`config.mk`:
```
export PLATFORM = sky130hd
export DESIGN_NAME = tcce_addr
export DESIGN_NICKNAME = d
export VERILOG_FILES = /design/src/rtl/tcce_pkg.sv /design/src/rtl/tcce_addr.sv
export SDC_FILE = /design/constraint.sdc
export NUM_CORES = 1
export LEC_CHECK = 0
export BUFFER_PORTS_ARGS = -buffer_cell sky130_fd_sc_hd__buf_2
export CAP_MARGIN = 20
export CORE_AREA = 2 2 39 41
export DETAILED_ROUTE_END_ITERATION = 6
export DIE_AREA = 0 0 41 43
export SLEW_MARGIN = 20
export SYNTH_ARGS = -nofsm -noshare
export SYNTH_HDL_FRONTEND = slang
export SYNTH_SLANG_ARGS = --single-unit
```
`constraint.sdc`:
```
create_clock -name vclk -period 1.79
set_clock_uncertainty 0.15 [all_clocks]
set_input_delay 0 -clock vclk [all_inputs]
set_output_delay 0 -clock vclk [all_outputs]
set_load 0.01 [all_outputs]
```
`src/rtl/tcce_pkg.sv`:
```
// ============================================================================
// tcce_pkg
// Shared constants, types and codes of the text console cursor engine.
// ============================================================================
`default_nettype none

package tcce_pkg;

    // Screen geometry
    localparam int COLUMNS = 80;
    localparam int ROWS    = 25;
    localparam int CELLS   = COLUMNS * ROWS;

    localparam int COL_W  = $clog2(COLUMNS);
    localparam int ROW_W  = $clog2(ROWS);
    localparam int ADDR_W = $clog2(CELLS);

    // Field widths
    localparam int CMD_W     = 2;
    localparam int CHAR_W    = 8;
    localparam int COLOR_W   = 8;
    localparam int CELL_W    = CHAR_W + COLOR_W;
    localparam int COL_OUT_W = 7;
    localparam int ROW_OUT_W = 5;

    localparam int S_FIELDS_W = CMD_W + CHAR_W;
    localparam int S_TDATA_W  = ((S_FIELDS_W + 7) / 8) * 8;
    localparam int M_FIELDS_W = COL_OUT_W + ROW_OUT_W + CHAR_W;
    localparam int M_TDATA_W  = ((M_FIELDS_W + 7) / 8) * 8;
    localparam int M_PAD_W    = M_TDATA_W - M_FIELDS_W;

    typedef logic [COL_W-1:0]   col_t;
    typedef logic [ROW_W-1:0]   row_t;
    typedef logic [ADDR_W-1:0]  addr_t;
    typedef logic [CHAR_W-1:0]  char_t;
    typedef logic [COLOR_W-1:0] color_t;
    typedef logic [CELL_W-1:0]  cell_t;

    localparam col_t LAST_COL = col_t'(COLUMNS - 1);
    localparam row_t LAST_ROW = row_t'(ROWS - 1);

    // Command codes
    typedef enum logic [CMD_W-1:0] {
        CMD_PUT       = 2'd0,
        CMD_CLEAR_ALL = 2'd1,
        CMD_CLEAR_ROW = 2'd2
    } cmd_t;

    // Character codes
    localparam char_t CH_BACKSPACE = 8'd8;
    localparam char_t CH_TAB       = 8'd9;
    localparam char_t CH_NEWLINE   = 8'd10;
    localparam char_t CH_RETURN    = 8'd13;
    localparam char_t CH_SPACE     = 8'd32;

    localparam color_t COLOR_RESET = 8'h07;

    // Screen store access requested by the sequencer
    typedef struct packed {
        logic  wr_en;
        addr_t wr_addr;
        cell_t wr_data;
        logic  rd_en;
        addr_t rd_addr;
    } ram_req_t;

    // Finished result handed to the output register
    typedef struct packed {
        logic  valid;
        col_t  col;
        row_t  row;
        char_t prev;
    } res_t;

endpackage

`default_nettype wire

```
`src/rtl/tcce_addr.sv`:
```
// ============================================================================
// tcce_addr
// Shared address unit: maps a (row, column) pair to a linear cell address.
// ============================================================================
`default_nettype none

module tcce_addr (
    input  wire tcce_pkg::row_t  row,
    input  wire tcce_pkg::col_t  col,
    output tcce_pkg::addr_t      addr
);

    assign addr = tcce_pkg::addr_t'(
        tcce_pkg::addr_t'(row) * tcce_pkg::addr_t'(tcce_pkg::COLUMNS)
        + tcce_pkg::addr_t'(col));

endmodule

`default_nettype wire

```
-- Word level (Yosys, flattened, before mapping)
Cells that the tools add are included.
- register bits: 0
- bits of input ports: 12
- output and inout port bits: 11
- word-level logic and storage cells: 2
- add/subtract/negate cells: 1
- multiply operators: 1
- operators by type and width (operator ; count):
    11-bit by 7-bit adder with 11-bit output ; 1
    5-bit by 3-bit multiplier with 7-bit output (second input constant) ; 1

-- Logic depth before layout (Yosys ltp)
Gate-level depths: netlist (run 1).
- depth in word-level cells: 2
- gate-level depth with buffers: 7
- gate-level depth less buffers: 7

-- Worst setup path after synthesis (run 1)
Ideal clock, no wire load.
- path kind: input port to output port
- from: in row[1]
- to: out addr[10]
- arrival: 1.565 ns
- data required time: 1.640 ns
- slack: 0.075 ns
- cell stages on the path: 7
- buffers on the path: 0
- cells stage by stage: ha_1 > ha_1 > fa_1 > xor2_1 > nand4_1 > xnor2_1 > xnor2_1
- longest elaborated chain between the ends: 2
- ends and longest elaborated chain (element ; line ; RTL):
    from (decl) ; tcce_addr.sv:8 ; input wire tcce_pkg::row_t row,
    5-bit by 3-bit multiplier with 7-bit output ; tcce_addr.sv:14 ; tcce_pkg::addr_t'(row) * tcce_pkg::addr_t'(tcce_pkg::COLUMNS)
    11-bit by 7-bit adder with 11-bit output ; tcce_addr.sv:15 ; + tcce_pkg::addr_t'(col));
    to (decl) ; tcce_addr.sv:10 ; output tcce_pkg::addr_t addr
No other way between the ends.

-- Worst setup path after layout (run 1)
- from: in row[3]
- to: out addr[10]
Same word-level chain as after synthesis.

==> impl_metrics.tcl, run 1 <==
set metrics [dict create \
    syn_area_um2 294 \
    routed_via_density 4.13 \
    crit_fanout 3 \
    die_h_um 43 \
    slew_headroom_pct 86.1 \
    whs_path_depth 3 \
    port_buffers 15 \
    hold_path_end "addr[4]" \
    hold_class "input port to output port" \
    clock_buffers 0 \
    numSequentialCells 0 \
    critical_path_class "input port to output port" \
    nNetsFinal 80 \
    min_period_over_period_pct 98.7 \
    endpoint_kind "output port" \
    dieArea_mm2 0.00176 \
    synth_warnings 0 \
    fmax_ghz 0.566 \
    grt_overflow 0 \
    syn_to_final_growth_pct 78.3 \
    antenna_found_initial 0 \
    core_mm2 0.00138 \
    powerDensity_mw_per_mm2 424 \
    gp_congestion 0.709 \
    io_pins 23 \
    design_power_total_uw 222 \
    wire_per_inst_um 8.77 \
    grt_pass1_vias 292 \
    antenna_left 0 \
    rsz0062_at_grt "true" \
    routed_wl_um 623 \
    first_pass_iters 2 \
    worst_slew_pin_slew_ns 0.209 \
    syn_area_per_cell_um2 9.48 \
    via_count 293 \
    start_kind "input port" \
    fin_tns_setup_ns 0 \
    arrival_ns 1.62 \
    die_x_um 41 \
    drt_iter0_drc 2 \
    leakagePower_uw 0.000271 \
    drive_above_1_share_pct 54.5 \
    hpwl_um 505 \
    syn_inst 31 \
    maxCapViolations 0 \
    slew_violations 0 \
    finalCriticalPeriod_ns 1.77 \
    drc_errors 0 \
    synth_nets 54 \
    ir_drop_mv 0.203 \
    seq_area_um2 0 \
    final_common_cell "buf_2" \
    final_core_util_pct 37.9 \
    worstHoldStart "col[4]" \
    track_usage_pct 8.02 \
    fillers 146 \
    run_status "complete, no violations" \
    finalSetupViolCount 0 \
    final_cell_mix "13 x buf_2, 9 x buf_4, 6 x ha_1" \
    synth.yosys.seq_area_share_pct 0 \
    antenna_cells 0 \
    initial_core_util_pct 21.2 \
    grt_max_degree 5 \
    rows 14 \
    cp.required_ns 1.64 \
    grt_pass1_wl_um 1080 \
    yosysUniqueCellTypes 10 \
    hold_viol 0 \
]
## power by group
| part | switching [µW] | internal (µW) | total [µW] | leakage (µW) |
|---|---|---|---|---|
| Combinational | 99.4 | 123 | 222 | 0.000271 |
| Sequential | 0 | 0 | 0 | 0 |
| Clock | 0 | 0 | 0 | 0 |
| Total | 99.4 | 123 | 222 | 0.000271 |
## area by class of cell
cell class | count | area, µm² | area share, %
multi-input cells | 27 | 305 | 58.2
well taps | 16 | 20.0 | 3.82
repair buffers | 28 | 199 | 37.9
## how the worst max path moves through the flow
stage,to,slack [ns],from
after floorplan,addr[10],0.07,row[1]
after global placement,addr[10],-0.13,row[1]
after detailed placement,addr[10],-0.17,row[1]
after CTS,addr[10],-0.01,row[3]
after global routing,addr[10],-0.08,row[3]
final,addr[10],0.02,row[3]
## metrics by stage
step / setup WS [ns] / hold WS [ns] / cell area (µm²) / cells
5_1_grt: -0.0750 / 0.167 / 524 / 71
3_5_place_dp: -0.171 / -0.150 / 412 / 65
3_3_place_gp: -0.128 / -0.150 / 412 / 65
2_1_floorplan: 0.0745 / -0.0623 / 294 / 31
6_report: 0.0239 / 0.147 / 524 / 71
4_1_cts: -0.0134 / 0.152 / 513 / 71
## cell usage after synthesis
cell type	n	area share (%)
a21o_1	3	7.7
a21oi_1	2	3.4
buf_4	4	10
fa_1	2	14
ha_1	9	38
nand2_1	2	2.6
nand4_1	1	2.1
nor2_1	1	1.3
xnor2_1	4	12
xor2_1	3	8.9
## worst max-delay path, stage by stage
cell     delay, ns
buf_8         0.10
ha_4          0.23
ha_4          0.16
fa_2          0.56
nand4_1       0.10
xnor2_1       0.20
xnor2_1       0.13
buf_2         0.14
## cells by family (layout without fill, tap and decap cells)
family                   count (synthesis)  in the layout  share of synthesized area (%)
adder cells (fa/ha/maj)                 11             11                           51.9
XOR/XNOR                                 7              7                           20.9
AO/OA/AOI/OAI                            5              5                           11.1
AND/OR/NAND/NOR                          4              4                           5.96
buffers and inverters                    4             28                           10.2
## layer usage
layer / GRT usage [%] / wire [µm]
met1: 11.2 / 261
met2: 14.1 / 306
met3: 0 / 55
met4: 0 / 0
met5: 0 / 0
## timing repair
| action | 4_1_cts | 5_1_grt |
|---|---|---|
| pin swaps | 7 | 4 |
| endpoints found under the setup margin | 2 | 2 |
| buffers inserted | 2 | 0 |
| hold buffers | 4 | 0 |
| resized for setup | 9 | 2 |
| endpoints found under the hold margin | 4 | 0 |
| cloned | 0 | 0 |
Note: power is estimated with default switching activity, not from simulation.
==> run 2, diff against run 1 <==
==> constraint.sdc (replaced) <==
create_clock -name vclk -period 1.6
set_clock_uncertainty 0.15 [all_clocks]
set_input_delay 0 -clock vclk [all_inputs]
set_output_delay 0 -clock vclk [all_outputs]
set_load 0.01 [all_outputs]
==> run 2 against run 1 <==
The run now ends with setup timing left. Cell count up 2.8%. Flip-flop and latch count unchanged. Count of clock-buffer cells in the layout unchanged. Combinational power up 27%. First-iteration DRC count down 100%. Power up 26%. Global-route usage up 0.94 points. Die area unchanged. Non-clock buffer count up 2. Critical endpoint unchanged.
==> impl_metrics.tcl, run 2 (synthesis gave the netlist of run 1 again) <==
set metrics [dict create \
    antenna_cells 0 \
    cp.required_ns 1.45 \
    critical_path_class "input port to output port" \
    route.met2.wl_um 389 \
    worst_slew_pin_slew_ns 0.244 \
    grt_pass1_vias 297 \
    powerDensity_mw_per_mm2 494 \
    worstHoldStart "col[4]" \
    finalSetupViolCount 3 \
    wire_per_inst_um 9.22 \
    critPathSlowestCell "fa_2" \
    track_usage_pct 8.95 \
    die_x_um 41 \
    routed_wl_um 673 \
    whs_path_depth 3 \
    run_status "complete, but fails checks" \
    design_area_um2 568 \
    gp_congestion 0.662 \
    numSequentialCells 0 \
    endpoint_kind "output port" \
    fmax_ghz 0.576 \
    seq_area_um2 0 \
    ir_drop_mv 0.222 \
    final_common_cell "buf_2" \
    hold_viol 0 \
    critPathTopFamily "adder cells" \
    final_core_util_pct 41.0 \
    whs_ns 0.144 \
    dp_cells 65 \
    min_period_over_period_pct 109 \
    syn_to_final_growth_pct 93.2 \
    crit_fanout 2 \
    dieArea_mm2 0.00176 \
    antenna_found_initial 0 \
    leakagePower_uw 0.000291 \
    die_h_um 43 \
    hold_path_end "addr[4]" \
    critPathMaxStageDelay_ns 0.55 \
    drc_errors 0 \
    drive_above_1_share_pct 61.4 \
    clock_buffers 0 \
    grt_overflow 0 \
    port_buffers 15 \
    finalCriticalPeriod_ns 1.74 \
    via_count 301 \
    dpl-instance-area_um2 442 \
    nNetsFinal 82 \
    dr.max_layer_used "met3" \
    setup_ws_ns -0.137 \
    drt-met1-wl_um 254 \
    antenna_left 0 \
    core_mm2 0.00138 \
    fin_cells 73 \
    routed_via_density 4.12 \
    slew_violations 0 \
    initial_core_util_pct 21.2 \
    hpwl_um 545 \
    grt_pass1_wl_um 1160 \
    final_cell_mix "13 x buf_2, 9 x buf_4, 5 x ha_1" \
    cp.buffers_inverters 2 \
    hold_class "input port to output port" \
    met3_wirelength_um 29 \
    drt_iter0_drc 0 \
    rows 14 \
    start_kind "input port" \
    cp_cell_sequence "buf_8, ha_4, ha_4, fa_2, nand4_1, xnor2_1, xnor2_1, buf_2" \
    grt_max_degree 5 \
    slew_headroom_pct 83.7 \
    io_pins 23 \
    violations "setup timing" \
    first_pass_iters 1 \
    rsz0062_at_grt "true" \
    arrival_ns 1.59 \
    maxCapViolations 0 \
]
==> run 2: cell types whose count changed in the layout (fill, tap and decap cells not counted), sizes merged <==
cell | previous run | this run
buf | 24 | 26
==> run 2: layout make-up <==
type | count | area, µm²
fillers | 151 | 816
multi-input cells | 27 | 327
well taps | 16 | 20.0
repair buffers | 30 | 221
==> run 2: how the worst max path moves through the flow <==
stage          startpoint       end  slack [ns]  cells after the start
6_report           row[3]  addr[10]       -0.14                      8
4_1_cts            row[3]  addr[10]       -0.14                      8
3_5_place_dp       row[1]  addr[10]       -0.22                      9
2_1_floorplan      row[1]  addr[10]       -0.01                      7
5_1_grt            row[3]   addr[9]       -0.21                      9
3_3_place_gp       row[1]  addr[10]       -0.19                      8
==> run 2: timing repair <==
item / in CTS / in global routing
resized for setup: 6 / 5
hold buffers: 4 / 0
setup buffers: 3 / 1
setup endpoints to repair: 3 / 3
pin swaps: 8 / 1
endpoints found under the hold margin: 4 / 0
==> run 2: power by group <==
| group | leakage, µW | switching, µW | internal [µW] | total (µW) |
|---|---|---|---|---|
| Clock | 0 | 0 | 0 | 0 |
| Combinational | 0.000291 | 121 | 160 | 281 |
| Sequential | 0 | 0 | 0 | 0 |
==> run 2: per-layer routing <==
layer  global-route usage, %  vias to the layer above
met5                       0                        -
met4                       0                        0
met3                       0                        0
met2                    16.9                        7
met1                    11.3                      135
li1                        -                      159
==> run 2: through the flow <==
step | worst slack, ns | setup TNS (ns) | power [µW]
floorplan | -0.0126 | -0.0126 | 141
global placement | -0.186 | -0.280 | 217
detailed placement | -0.216 | -0.304 | 220
CTS | -0.144 | -0.315 | 268
global route | -0.206 | -0.470 | 313
finish | -0.137 | -0.268 | 281
