`src/rtl/tcce_pkg.sv`:
```
// ============================================================================
// tcce_pkg
// Shared constants, types and codes of the text console cursor engine.
// ============================================================================
`default_nettype none

package tcce_pkg;

    // Screen geometry
    localparam int COLUMNS = 80;
    localparam int ROWS    = 25;
    localparam int CELLS   = COLUMNS * ROWS;

    localparam int COL_W  = $clog2(COLUMNS);
    localparam int ROW_W  = $clog2(ROWS);
    localparam int ADDR_W = $clog2(CELLS);

    // Field widths
    localparam int CMD_W     = 2;
    localparam int CHAR_W    = 8;
    localparam int COLOR_W   = 8;
    localparam int CELL_W    = CHAR_W + COLOR_W;
    localparam int COL_OUT_W = 7;
    localparam int ROW_OUT_W = 5;

    localparam int S_FIELDS_W = CMD_W + CHAR_W;
    localparam int S_TDATA_W  = ((S_FIELDS_W + 7) / 8) * 8;
    localparam int M_FIELDS_W = COL_OUT_W + ROW_OUT_W + CHAR_W;
    localparam int M_TDATA_W  = ((M_FIELDS_W + 7) / 8) * 8;
    localparam int M_PAD_W    = M_TDATA_W - M_FIELDS_W;

    typedef logic [COL_W-1:0]   col_t;
    typedef logic [ROW_W-1:0]   row_t;
    typedef logic [ADDR_W-1:0]  addr_t;
    typedef logic [CHAR_W-1:0]  char_t;
    typedef logic [COLOR_W-1:0] color_t;
    typedef logic [CELL_W-1:0]  cell_t;

    localparam col_t LAST_COL = col_t'(COLUMNS - 1);
    localparam row_t LAST_ROW = row_t'(ROWS - 1);

    // Command codes
    typedef enum logic [CMD_W-1:0] {
        CMD_PUT       = 2'd0,
        CMD_CLEAR_ALL = 2'd1,
        CMD_CLEAR_ROW = 2'd2
    } cmd_t;

    // Character codes
    localparam char_t CH_BACKSPACE = 8'd8;
    localparam char_t CH_TAB       = 8'd9;
    localparam char_t CH_NEWLINE   = 8'd10;
    localparam char_t CH_RETURN    = 8'd13;
    localparam char_t CH_SPACE     = 8'd32;

    localparam color_t COLOR_RESET = 8'h07;

    // Screen store access requested by the sequencer
    typedef struct packed {
        logic  wr_en;
        addr_t wr_addr;
        cell_t wr_data;
        logic  rd_en;
        addr_t rd_addr;
    } ram_req_t;

    // Finished result handed to the output register
    typedef struct packed {
        logic  valid;
        col_t  col;
        row_t  row;
        char_t prev;
    } res_t;

endpackage

`default_nettype wire

```
`src/rtl/tcce_seq.sv`:
```
// ============================================================================
// tcce_seq
// Command sequencer: cursor, screen sweeps (clear, scroll) and result fetch.
// ============================================================================
`default_nettype none

module tcce_seq (
    input  wire logic              aclk,
    input  wire logic              aresetn,
    input  wire logic              start,
    input  wire tcce_pkg::cmd_t    cmd_in,
    input  wire tcce_pkg::char_t   char_in,
    input  wire tcce_pkg::color_t  text_color,
    input  wire logic              out_free,
    input  wire tcce_pkg::cell_t   rd_data,
    input  wire tcce_pkg::addr_t   u_addr,
    output tcce_pkg::row_t         u_row,
    output tcce_pkg::col_t         u_col,
    output tcce_pkg::ram_req_t     ram,
    output tcce_pkg::res_t         res,
    output logic                   idle
);

    typedef enum logic [2:0] {
        S_IDLE,
        S_EXEC,
        S_SCROLL,
        S_SCROLL_LAST,
        S_BLANK,
        S_FETCH,
        S_LOAD,
        S_EMIT
    } state_t;

    state_t           state_reg,     state_next;
    tcce_pkg::cmd_t   cmd_reg,       cmd_next;
    tcce_pkg::char_t  char_reg,      char_next;
    tcce_pkg::col_t   col_reg,       col_next;
    tcce_pkg::row_t   row_reg,       row_next;
    tcce_pkg::col_t   sw_col_reg,    sw_col_next;
    tcce_pkg::row_t   sw_row_reg,    sw_row_next;
    logic             sweep_all_reg, sweep_all_next;
    logic             init_reg,      init_next;
    logic             wpend_reg,     wpend_next;
    tcce_pkg::addr_t  prev_addr_reg, prev_addr_next;
    tcce_pkg::char_t  prev_reg,      prev_next;

    tcce_pkg::col_t   bs_col, pv_col, adv_col;
    tcce_pkg::row_t   bs_row, pv_row, adv_row;
    logic             at_home, wrap;
    tcce_pkg::color_t blank_color;

    // Neighbor positions of the cursor
    always_comb begin
        at_home = (col_reg == '0) && (row_reg == '0);
        wrap    = (col_reg == tcce_pkg::LAST_COL);

        if (col_reg != '0) begin
            pv_col = col_reg - tcce_pkg::col_t'(1);
            pv_row = row_reg;
        end else begin
            pv_col = tcce_pkg::LAST_COL;
            pv_row = row_reg - tcce_pkg::row_t'(1);
        end

        if (col_reg != '0) begin
            bs_col = col_reg - tcce_pkg::col_t'(1);
            bs_row = row_reg;
        end else if (row_reg != '0) begin
            bs_col = tcce_pkg::LAST_COL;
            bs_row = row_reg - tcce_pkg::row_t'(1);
        end else begin
            bs_col = '0;
            bs_row = '0;
        end

        if (wrap) begin
            adv_col = '0;
            adv_row = row_reg + tcce_pkg::row_t'(1);
        end else begin
            adv_col = col_reg + tcce_pkg::col_t'(1);
            adv_row = row_reg;
        end

        blank_color = init_reg ? tcce_pkg::COLOR_RESET : text_color;
    end

    always_comb begin
        state_next     = state_reg;
        cmd_next       = cmd_reg;
        char_next      = char_reg;
        col_next       = col_reg;
        row_next       = row_reg;
        sw_col_next    = sw_col_reg;
        sw_row_next    = sw_row_reg;
        sweep_all_next = sweep_all_reg;
        init_next      = init_reg;
        wpend_next     = wpend_reg;
        prev_addr_next = prev_addr_reg;
        prev_next      = prev_reg;

        u_row = row_reg;
        u_col = col_reg;
        ram   = '0;
        res   = '0;

        unique case (state_reg)
            S_IDLE: begin
                if (start) begin
                    cmd_next   = cmd_in;
                    char_next  = char_in;
                    state_next = S_EXEC;
                end
            end

            S_EXEC: begin
                unique case (cmd_reg)
                    tcce_pkg::CMD_PUT: begin
                        priority if (char_reg == tcce_pkg::CH_NEWLINE) begin
                            col_next = '0;
                            if (row_reg == tcce_pkg::LAST_ROW) begin
                                sw_row_next = '0;
                                sw_col_next = '0;
                                wpend_next  = 1'b0;
                                state_next  = S_SCROLL;
                            end else begin
                                row_next   = row_reg + tcce_pkg::row_t'(1);
                                state_next = S_FETCH;
                            end
                        end else if (char_reg == tcce_pkg::CH_RETURN) begin
                            col_next   = '0;
                            state_next = S_FETCH;
                        end else if (char_reg == tcce_pkg::CH_TAB) begin
                            state_next = S_FETCH;
                        end else if (char_reg == tcce_pkg::CH_BACKSPACE) begin
                            // Step back, then blank the cell now under the cursor
                            u_row         = bs_row;
                            u_col         = bs_col;
                            ram.wr_en     = 1'b1;
                            ram.wr_addr   = u_addr;
                            ram.wr_data   = {text_color, tcce_pkg::CH_SPACE};
                            col_next      = bs_col;
                            row_next      = bs_row;
                            state_next    = S_FETCH;
                        end else begin
                            ram.wr_en   = 1'b1;
                            ram.wr_addr = u_addr;
                            ram.wr_data = {text_color, char_reg};
                            col_next    = adv_col;
                            if (wrap && (row_reg == tcce_pkg::LAST_ROW)) begin
                                sw_row_next = '0;
                                sw_col_next = '0;
                                wpend_next  = 1'b0;
                                state_next  = S_SCROLL;
                            end else begin
                                // Cell before the new cursor is the one just written
                                row_next  = adv_row;
                                prev_next = char_reg;
                                if (out_free) begin
                                    res.valid  = 1'b1;
                                    res.col    = adv_col;
                                    res.row    = adv_row;
                                    res.prev   = char_reg;
                                    state_next = S_IDLE;
                                end else begin
                                    state_next = S_EMIT;
                                end
                            end
                        end
                    end

                    tcce_pkg::CMD_CLEAR_ALL: begin
                        col_next       = '0;
                        row_next       = '0;
                        sw_col_next    = '0;
                        sw_row_next    = '0;
                        sweep_all_next = 1'b1;
                        state_next     = S_BLANK;
                    end

                    tcce_pkg::CMD_CLEAR_ROW: begin
                        col_next       = '0;
                        sw_col_next    = '0;
                        sw_row_next    = row_reg;
                        sweep_all_next = 1'b0;
                        state_next     = S_BLANK;
                    end

                    default: begin
                        state_next = S_FETCH;
                    end
                endcase
            end

            S_SCROLL: begin
                // Read one row below, write the cell read in the cycle before
                u_row          = sw_row_reg + tcce_pkg::row_t'(1);
                u_col          = sw_col_reg;
                ram.rd_en      = 1'b1;
                ram.rd_addr    = u_addr;
                ram.wr_en      = wpend_reg;
                ram.wr_addr    = prev_addr_reg - tcce_pkg::addr_t'(tcce_pkg::COLUMNS);
                ram.wr_data    = rd_data;
                prev_addr_next = u_addr;
                wpend_next     = 1'b1;
                if (sw_col_reg == tcce_pkg::LAST_COL) begin
                    sw_col_next = '0;
                    if (sw_row_reg == tcce_pkg::row_t'(tcce_pkg::ROWS - 2)) begin
                        state_next = S_SCROLL_LAST;
                    end else begin
                        sw_row_next = sw_row_reg + tcce_pkg::row_t'(1);
                    end
                end else begin
                    sw_col_next = sw_col_reg + tcce_pkg::col_t'(1);
                end
            end

            S_SCROLL_LAST: begin
                ram.wr_en      = 1'b1;
                ram.wr_addr    = prev_addr_reg - tcce_pkg::addr_t'(tcce_pkg::COLUMNS);
                ram.wr_data    = rd_data;
                sw_row_next    = tcce_pkg::LAST_ROW;
                sw_col_next    = '0;
                sweep_all_next = 1'b0;
                state_next     = S_BLANK;
            end

            S_BLANK: begin
                u_row       = sw_row_reg;
                u_col       = sw_col_reg;
                ram.wr_en   = 1'b1;
                ram.wr_addr = u_addr;
                ram.wr_data = {blank_color, tcce_pkg::CH_SPACE};
                if (sw_col_reg == tcce_pkg::LAST_COL) begin
                    sw_col_next = '0;
                    if (sweep_all_reg && (sw_row_reg != tcce_pkg::LAST_ROW)) begin
                        sw_row_next = sw_row_reg + tcce_pkg::row_t'(1);
                    end else begin
                        init_next  = 1'b0;
                        state_next = init_reg ? S_IDLE : S_FETCH;
                    end
                end else begin
                    sw_col_next = sw_col_reg + tcce_pkg::col_t'(1);
                end
            end

            S_FETCH: begin
                if (at_home) begin
                    prev_next  = tcce_pkg::CH_SPACE;
                    state_next = S_EMIT;
                end else begin
                    u_row       = pv_row;
                    u_col       = pv_col;
                    ram.rd_en   = 1'b1;
                    ram.rd_addr = u_addr;
                    state_next  = S_LOAD;
                end
            end

            S_LOAD: begin
                prev_next  = rd_data[tcce_pkg::CHAR_W-1:0];
                state_next = S_EMIT;
            end

            S_EMIT: begin
                if (out_free) begin
                    res.valid  = 1'b1;
                    res.col    = col_reg;
                    res.row    = row_reg;
                    res.prev   = prev_reg;
                    state_next = S_IDLE;
                end
            end
        endcase
    end

    always_ff @(posedge aclk) begin
        if (!aresetn) begin
            state_reg     <= S_BLANK;
            col_reg       <= '0;
            row_reg       <= '0;
            sw_col_reg    <= '0;
            sw_row_reg    <= '0;
            sweep_all_reg <= 1'b1;
            init_reg      <= 1'b1;
            wpend_reg     <= 1'b0;
        end else begin
            state_reg     <= state_next;
            col_reg       <= col_next;
            row_reg       <= row_next;
            sw_col_reg    <= sw_col_next;
            sw_row_reg    <= sw_row_next;
            sweep_all_reg <= sweep_all_next;
            init_reg      <= init_next;
            wpend_reg     <= wpend_next;
        end
        cmd_reg       <= cmd_next;
        char_reg      <= char_next;
        prev_addr_reg <= prev_addr_next;
        prev_reg      <= prev_next;
    end

    assign idle = (state_reg == S_IDLE);

endmodule

`default_nettype wire

```
`config.mk`:
```
export PLATFORM = sky130hd
export DESIGN_NAME = tcce_seq
export DESIGN_NICKNAME = d
export VERILOG_FILES = /design/src/rtl/tcce_pkg.sv /design/src/rtl/tcce_seq.sv
export SDC_FILE = /design/constraint.sdc
export NUM_CORES = 1
export LEC_CHECK = 0
export BUFFER_PORTS_ARGS = -buffer_cell sky130_fd_sc_hd__buf_2
export CORE_AREA = 2 2 94 96
export CTS_CLUSTER_SIZE = 14
export DETAILED_ROUTE_END_ITERATION = 16
export DIE_AREA = 0 0 96 98
export PLACE_DENSITY_LB_ADDON = 0.3
export SLEW_MARGIN = 20
export SYNTH_ARGS = -nofsm -noshare
export SYNTH_HDL_FRONTEND = slang
export SYNTH_SLANG_ARGS = --single-unit
```
`constraint.sdc`:
```
create_clock -name aclk -period 4.6 [get_ports aclk]
set_input_delay 0.46 -clock aclk [delete_from_list [all_inputs] [get_ports aclk]]
set_output_delay 0.46 -clock aclk [all_outputs]
set_load 0.005 [all_outputs]
```
# Word level (Yosys, flattened, before mapping)
# Index checks and enable logic that the tools add are counted.
totals:
  word_cells: 207
  ramBits: 0
  ff_bits: 59
  out_inout_bits: 74
  memories: 0
  latchBits: 0
  romBits: 0
  input_bits: 49
classes:
  muxes: 108
  mul: 0
  n_reduce_logical: 28
  n_eq_ne: 51
  div: 0
  magnitude_cmp: 0
  shifts: 0
  n_bitwise: 1
  n_addsub: 7
op_table:
  columns: ["cell", "n"]
  rows:
  - ["21-bit 2-to-1 mux", 8]
  - ["7-bit 2-to-1 mux", 21]
  - ["5-bit 2-to-1 mux", 26]
  - ["28-bit 2-to-1 mux", 4]
  - ["28-bit one-hot mux with 4 select lines", 1]
  - ["8-bit 2-to-1 mux", 9]
  - ["3-bit 2-to-1 mux", 14]
  - ["21-bit one-hot mux with 2 select lines", 1]
  - ["7-bit one-hot mux with 3 select lines", 2]
  - ["5-bit one-hot mux with 4 select lines", 2]
  - ["8-bit by 4-bit equality test with 1-bit output, second input constant", 4]
  - ["2-bit != test, second input constant", 14]
  - ["4-bit != test, second input constant", 7]
  - ["7-bit one-hot mux with 2 select lines", 2]
  - ["3-bit != test, second input constant", 8]
  - ["12-bit one-hot mux with 2 select lines", 1]
  - ["3-bit one-hot mux with 8 select lines", 1]
  - ["8-bit one-hot mux with 3 select lines", 1]
  - ["5-bit one-hot mux with 3 select lines", 1]
  - ["7-bit by 1-bit adder with 7-bit output, second input constant", 2]
  - ["7-bit equality test, second input constant", 2]
  - ["7-bit AND reduction", 2]
  - ["3-bit equality test, second input constant", 4]
  - ["12-bit 2-to-1 mux", 1]
  - ["other kinds (35)", 57]

# Logic depth before layout (Yosys ltp)
# Gate-level depths: netlist of the first run.
depth:
  word_depth: 10
  mapped_depth: 10
  depth_no_buf: 8

# Worst setup path before layout of the first run
# No wires, ideal clock.
synth_timing:
  kind: "register -> output"
  start: "reg col_reg[0]"
  end: "out u_row[1]"
  t_required_ps: 4140
  path_stages_with_launch: 10
  setup_slack_ps: 1684
  n_path_buf: 1
  arrival_time_ps: 2456
  cell_sequence: "dfxtp_1 -> clkbuf_1 -> inv_1 -> ha_1 -> or4b_2 -> nor3_1 -> nor3_1 -> a311oi_1 -> o21ai_0 -> a21oi_1"
synth_between:
  elab_chain_len: 8
  word_cells_on_any_way: 12
  classes_between: "mux (9); reduce/logical (3)"
synth_rtl:
  columns: ["item", "line_no", "rtl"]
  rows:
  - ["start: declaration", "tcce_seq.sv:38", "tcce_pkg::col_t col_reg, col_next;"]
  - ["start signal: assignment", "tcce_seq.sv:289", "col_reg <= col_next;"]
  - ["7-bit nonzero test", "tcce_seq.sv:58, tcce_seq.sv:66", null]
  - ["5-bit 2-to-1 mux", "tcce_seq.sv:66", "if (col_reg != '0) begin"]
  - ["5-bit 2-to-1 mux", "tcce_seq.sv:135", "end else if (char_reg == tcce_pkg::CH_BACKSPACE) begin"]
  - ["5-bit 2-to-1 mux", "tcce_seq.sv:133", "end else if (char_reg == tcce_pkg::CH_TAB) begin"]
  - ["5-bit 2-to-1 mux", "tcce_seq.sv:130", "end else if (char_reg == tcce_pkg::CH_RETURN) begin"]
  - ["5-bit 2-to-1 mux", "tcce_seq.sv:119", "priority if (char_reg == tcce_pkg::CH_NEWLINE) begin"]
  - ["5-bit 2-to-1 mux", "tcce_seq.sv:117", "unique case (cmd_reg)"]
  - ["5-bit one-hot mux with 4 select lines (*)", "tcce_seq.sv:107", "unique case (state_reg)"]
  - ["end: declaration", "tcce_seq.sv:17", "output tcce_pkg::row_t u_row,"]
# Every way passes the cells marked *; elsewhere a longest branch is shown, timed or not.

==> reports/metrics.csv, run 1 <==
metric,value,unit
Peak Freq,252,MHz
Clock transition at path regs,80,ps
Crit path required time,4140,ps
layout cells sized above 1,22.4,%
final hold vios,0,
clk buf depth,2,
post-synthesis async set-or-reset flop share,0,%
Wirelength per Cell,19.3,um
global route total overflow,0,
Setup crit end kind,output pin,
CP Max Fanout,10,
Yosys cell types,65,
Initial Utilization,57.7,%
multi-input logic area,3150,um^2
status,completed,
most frequent cells in the layout,"buf_2, nand2_1, o21ai_0",
CTS tree,done,
cts bufs inserted,9,
CTS Hold Buffers Added,0,
"Setup violations, final",0,
"Arr. time, crit path",3510,ps
Placer Congestion,0.980,
Synth area leaders,"edfxtp_1, dfxtp_1, o21ai_0",
Critical Path Source Type,register,
setup repair bufs after CTS,0,
worst hold-check path type,in2reg,
chip width,96,um
CTS H-tree lvls,3,
Slew HR,30.4,%
final net count,804,
DIE AREA,9410,um^2
Initial DRT Pass Iterations,5,
Slew Limit Fails,0,
Starting DRT DRC Count,723,
Vias/cell,6.56,
setup TNS,0,ps
utilization after layout,67.5,%
"Avg Cell Area, Syn",7.57,um^2
syn nets,707,
vias in the first global route,5002,
Final period util,86.4,%
largest net degree at the start of global routing,27,
WHS,274,ps
final antenna-violating net count,0,
HPWL Detailed,12200,um
cell area power density,184,nW/um^2
maximum vdd drop,0.153,mV
Total Wirelength,16500,um
num ports,123,
actual slew at the worst max-slew pin,1040,ps
Core Box Area,8470,um^2
Layout area overhead,17.1,%
GR Util All Layers,35.2,%
detailed-route via count,5613,
Max-Cap Viols,0,
initial antenna violation count,0,
register area share after synthesis,30.1,%
# clock sinks,59,
predominant post-synthesis flop cell,dfxtp_1,
first-pass GRT wire length,25800,um
Root Buffer,clkbuf_8,
fillers,747,
latest clock arrival within the worst-skew pair,360,ps
RSZ-0062 raised after global routing,false,
Setup Crit Path Kind,reg2out,
max FFs per register,11,
FF/Latch Area,1470,um^2
post_cts resized,0,
mapped cell area,4880,um^2
cells after synthesis,645,
dpl cells,839,
num rows,34,
PortBufs,122,
die span in y,98,um
Setup Skew,10.9,ps
Residual DRC,0,
number of synthesized flops with an enable pin,29,
post-synth top area share,17.8,%
Final Non-Filler Cells,855,
Synth Warn #,0,
"commonest non-fill, non-tap cell in the layout",buf_2,
Period minus WS final,3970,ps
Lkg Pwr,2.36,nW
biggest area consumer among synthesized cells,edfxtp_1,
flip-flop and latch count after synthesis,59,
ant diodes,0,
[worst max-delay path: stages, from the launching register on]
cell and delay, ps:
edfxtp_1 430, inv_1 100, ha_1 330, nand4bb_1 380, a31oi_1 500, nand2_1 190, nor2_1 720, a21oi_1 130
o21ai_0 230, buf_2 150
[kinds of logic after synthesis]
| kind of cell | share of synthesized area [%] |
|---|---|
| fa+ha+maj | 3.33 |
| simple gates | 26.5 |
| flops | 30.1 |
| buf+inv | 5.33 |
| mux | 1.26 |
| compound gates | 31.1 |
| xor+xnor | 2.33 |
[cell usage after synthesis, types with 3 or more instances]
cell,n
a211o_1,3
a211oi_1,4
a21oi_1,45
a221o_1,4
a22o_1,22
a22oi_1,16
a311oi_1,4
a31oi_1,7
a32o_1,6
a32oi_1,3
and2_1,8
and3_1,7
buf_1,3
clkbuf_1,44
dfxtp_1,30
edfxtp_1,29
ha_1,13
inv_1,20
mux2i_1,5
nand2_1,81
nand2b_1,7
nand3_1,20
nand4_1,5
nand4b_1,3
nor2_1,50
nor2b_1,21
nor3_1,13
nor3b_1,7
nor4_1,6
nor4b_1,4
o211ai_1,8
o21a_1,4
o21ai_0,69
o22ai_1,5
o31ai_1,7
or2_2,6
or3_1,6
or3b_2,3
or4b_2,3
xnor2_1,9
xor2_1,4
[layout make-up]
cell class	count	area share [%]
Sequential cell	59	25.7
Multi-Input combinational cell	517	55.1
Inverter	21	1.38
Timing Repair Buffer	134	12.3
Tap cell	108	2.36
Clock buffer	10	2.41
Clock inverter	6	0.701
[final timing paths]
check | start | slack [ps] | to | cells after the start
min | char_in[4] | 270 | char_reg[4] | 1
min reg2reg | wpend_reg | 490 | wpend_reg | 2
max | cmd_reg[0] | 630 | res[18] | 9
max reg2reg | col_reg[0] | 1420 | sw_row_reg[2] | 7
[report_power, final]
group / total, mW / switching [mW] / internal (mW)
combinational: 0.0556 / 0.0268 / 0.0287
sequential: 0.554 / 0.00293 / 0.551
clock: 0.441 / 0.231 / 0.210
total: 1.05 / 0.261 / 0.789
[per-stage QoR]
step	cell area, um^2	total power [mW]	worst slack (ps)
finish	5720	1.05	627
global route	5720	1.08	273
detailed placement	5540	0.621	1150
global placement	5540	0.618	1200
floorplan	4880	0.584	1680
CTS	5720	1.05	760
[routing by layer]
metal	up-vias	part of all wire, %	GRT usage (%)
met4	0	2.8	11.4
met2	365	45	53.8
li1	2599	-	-
met3	42	11	9.72
met5	-	0	0
met1	2607	40	48.1
Note: power is estimated with default switching activity, not from simulation.
==> run 2: changes to the inputs <==
--- a/config.mk
+++ b/config.mk
@@ -5,11 +5,12 @@
 export SDC_FILE = /design/constraint.sdc
 export NUM_CORES = 1
 export LEC_CHECK = 0
+export ABC_AREA = 1
 export BUFFER_PORTS_ARGS = -buffer_cell sky130_fd_sc_hd__buf_2
-export CORE_AREA = 2 2 94 96
+export CORE_AREA = 2 2 96 98
 export CTS_CLUSTER_SIZE = 14
 export DETAILED_ROUTE_END_ITERATION = 16
-export DIE_AREA = 0 0 96 98
+export DIE_AREA = 0 0 98 100
 export PLACE_DENSITY_LB_ADDON = 0.3
 export SLEW_MARGIN = 20
 export SYNTH_ARGS = -nofsm -noshare
==> run 2 against run 1 <==
  * Synthesized cell count is 24% higher
  * Worst hold slack improved by 15 ps
  * Sequential share of layout area shrank 0.88 points
  * Synthesized area is 4.1% higher
  * Total power increased by 7.5%
  * Combinational power is 3% higher
  * Clock skew fell by 2.5 ps
  * Flip-flop and latch count stayed put
  * Clock power is 17% higher
  * Highest routed layer unchanged
==> reports/metrics.csv, run 2 <==
metric,value,unit,change
status,completed,,
detailed-route via count,5753,,+2.5%
first-pass GRT wire length,23800,um,-7.8%
most common cell type on the critical path,nand2_1,,
number of synthesized flops with an enable pin,29,,unchanged
most frequent cell after synthesis,nand2_1,,
"Setup violations, final",0,,unchanged
Total Wirelength,15000,um,-9.3%
proportion of synthesized area in mux cells,0,%,-1.3 points
most frequent cells in the layout,"nand2_1, buf_2, inv_1",,
Setup Skew,8.31,ps,-2.54 ps
num ports,123,,unchanged
register area share after synthesis,29.0,%,-1.2 points
FF/Latch Area,1470,um^2,unchanged
utilization after layout,66.6,%,-0.96 points
largest family of logic cells by synthesized area,simple AND/OR/NAND/NOR gates,,
Synth area leaders,"nand2_1, edfxtp_1, dfxtp_1",,
actual slew at the worst max-slew pin,867,ps,-175 ps
CTS Hold Buffers Added,0,,unchanged
Synth Area in Adders,3.20,%,-0.13 points
Crit path required time,4140,ps,about the same
"Critical Path, Cell by Cell",inv_2 > nand3_1 > nand2_1 > inv_2 > nand2_1 > inv_1 > nor2_1 > nand2_1 > o211ai_1 > buf_2,,
complex-gate fraction of the synthesized area,15.6,%,-16 points
CP max stage cell,dfxtp_1,,
Clock transition at path regs,70,ps,about the same
Setup Crit Path Kind,reg2out,,
initial antenna violation count,0,,unchanged
Residual DRC,0,,unchanged
CP Max Fanout,14,,+4
Peak Freq,306,MHz,+21%
Setup crit end kind,output pin,,
Critical Path Source Type,register,,
Initial Utilization,57.2,%,-0.50 points
clk buf depth,2,,unchanged
setup repair bufs after CTS,0,,unchanged
Wirelength per Cell,14.6,um,-25%
Period minus WS final,3270,ps,-701 ps
final worst setup slack,1330,ps,+701 ps
setup TNS,0,ps,unchanged
Slew Limit Fails,0,,unchanged
DIE AREA,9800,um^2,+4.2%
dpl cells,1011,,+21%
Final period util,71.1,%,-15 points
Root Buffer,clkbuf_8,,
Final Non-Filler Cells,1027,,+20%
# clock sinks,59,,unchanged
fillers,873,,+17%
syn nets,862,,+22%
biggest area consumer among synthesized cells,nand2_1,,
Initial DRT Pass Iterations,6,,+1
num rows,35,,+2.9%
latest clock arrival within the worst-skew pair,340,ps,-20 ps
Lkg Pwr,3.02,nW,+28%
mapped cell area,5080,um^2,+4.1%
"Design Area, Final",5920,um^2,+3.5%
Starting DRT DRC Count,401,,-45%
worst hold-check path type,in2reg,,
chip width,98,um,+2.1%
DR WL met3,1340,um,-29%
CP max stage delay,510,ps,-210 ps
cells after synthesis,800,,+24%
max FFs per register,11,,unchanged
"Avg Cell Area, Syn",6.35,um^2,-16%
ant diodes,0,,unchanged
RSZ-0062 raised after global routing,false,,
HPWL Detailed,11600,um,-5.4%
CTS H-tree lvls,3,,unchanged
predominant post-synthesis flop cell,dfxtp_1,,
PortBufs,122,,unchanged
Placer Congestion,0.970,,-1.1%
Vias/cell,5.60,,-15%
die span in y,100,um,+2.0%
largest net degree at the start of global routing,20,,-26%
"Arr. time, crit path",2810,ps,-700 ps
post-synthesis xor/xnor area fraction,2.41,%,+0.080 points
cell area power density,191,nW/um^2,+3.8%
"delay-heaviest family, CP",simple AND/OR/NAND/NOR gates,,
Placed Area,5710,um^2,+3.1%
Yosys cell types,43,,-34%
maximum vdd drop,0.135,mV,-12%
final antenna-violating net count,0,,unchanged
"Buf+Inv Stages, Crit Path",4,,+2
global route total overflow,0,,unchanged
CTS tree,done,,
vias in the first global route,5152,,+3.0%
final net count,973,,+21%
flip-flop and latch count after synthesis,59,,unchanged
post-synth top area share,17.7,%,-0.19 points
DRT met1 WL,6160,um,-7.6%
GR Util All Layers,29.9,%,-5.4 points
Max-Cap Viols,0,,unchanged
Synth Warn #,0,,unchanged
Slew HR,42.0,%,+12 points
final hold vios,0,,unchanged
post-synthesis async set-or-reset flop share,0,%,unchanged
layout cells sized above 1,20.9,%,-1.5 points
Simple-Gate Fraction of Synth Area,39.2,%,+13 points
"commonest non-fill, non-tap cell in the layout",nand2_1,,
Core Box Area,8890,um^2,+5.0%
multi-input logic area,3070,um^2,-2.5%
Place WS,1750,ps,+601 ps
Max Used Layer,met4,,
met2 routed WL,7040,um,-6.3%
cts bufs inserted,9,,unchanged
synth cell count leaders,"nand2_1, inv_1, nor2_1, nand3_1, a21oi_1",,
post_cts resized,0,,unchanged
Layout area overhead,16.4,%,
run 2: final cells by class:
cell class | instances | area share [%]
multi-input combinational | 609 | 51.9
tap | 111 | 2.35
clock buffer | 10 | 2.16
sequential | 59 | 24.9
inverter | 110 | 7.02
clock inverter | 6 | 1.35
timing repair buffer | 122 | 10.3
run 2: logic make-up after synthesis:
logic type	count (synthesis)
compound gates	131
xor+xnor	14
fa+ha+maj	13
simple gates	451
buf+inv	132
flops	59
run 2: power by group:
group	switching, mW	leakage (nW)	internal [mW]
registers	0.00246	0.503	0.551
logic	0.0281	2.42	0.0292
clock network	0.217	0.101	0.301
run 2: final timing paths:
check	endpoint	cells past startpoint	slack, ps	startpoint
worst min-delay path	char_reg[7]	1	290	char_in[7]
worst min register to register	sw_col_reg[5]	2	480	sw_col_reg[5]
worst max register to register	prev_reg[6]	12	1770	row_reg[0]
worst max-delay path	u_col[5]	10	1330	state_reg[1]
run 2: per-stage QoR:
stage / hold WS, ps / total power [mW]
CTS: 290 / 1.13
floorplan: 451 / 0.589
detailed placement: 477 / 0.623
finish: 289 / 1.13
global placement: 467 / 0.622
global route: 292 / 1.16
run 2: per-layer routing:
metal | GRT usage, % | up-vias
met2 | 51.2 | 295
met3 | 4.53 | 44
met1 | 38.1 | 2585
met5 | 0 | -
li1 | - | 2829
met4 | 11.6 | 0
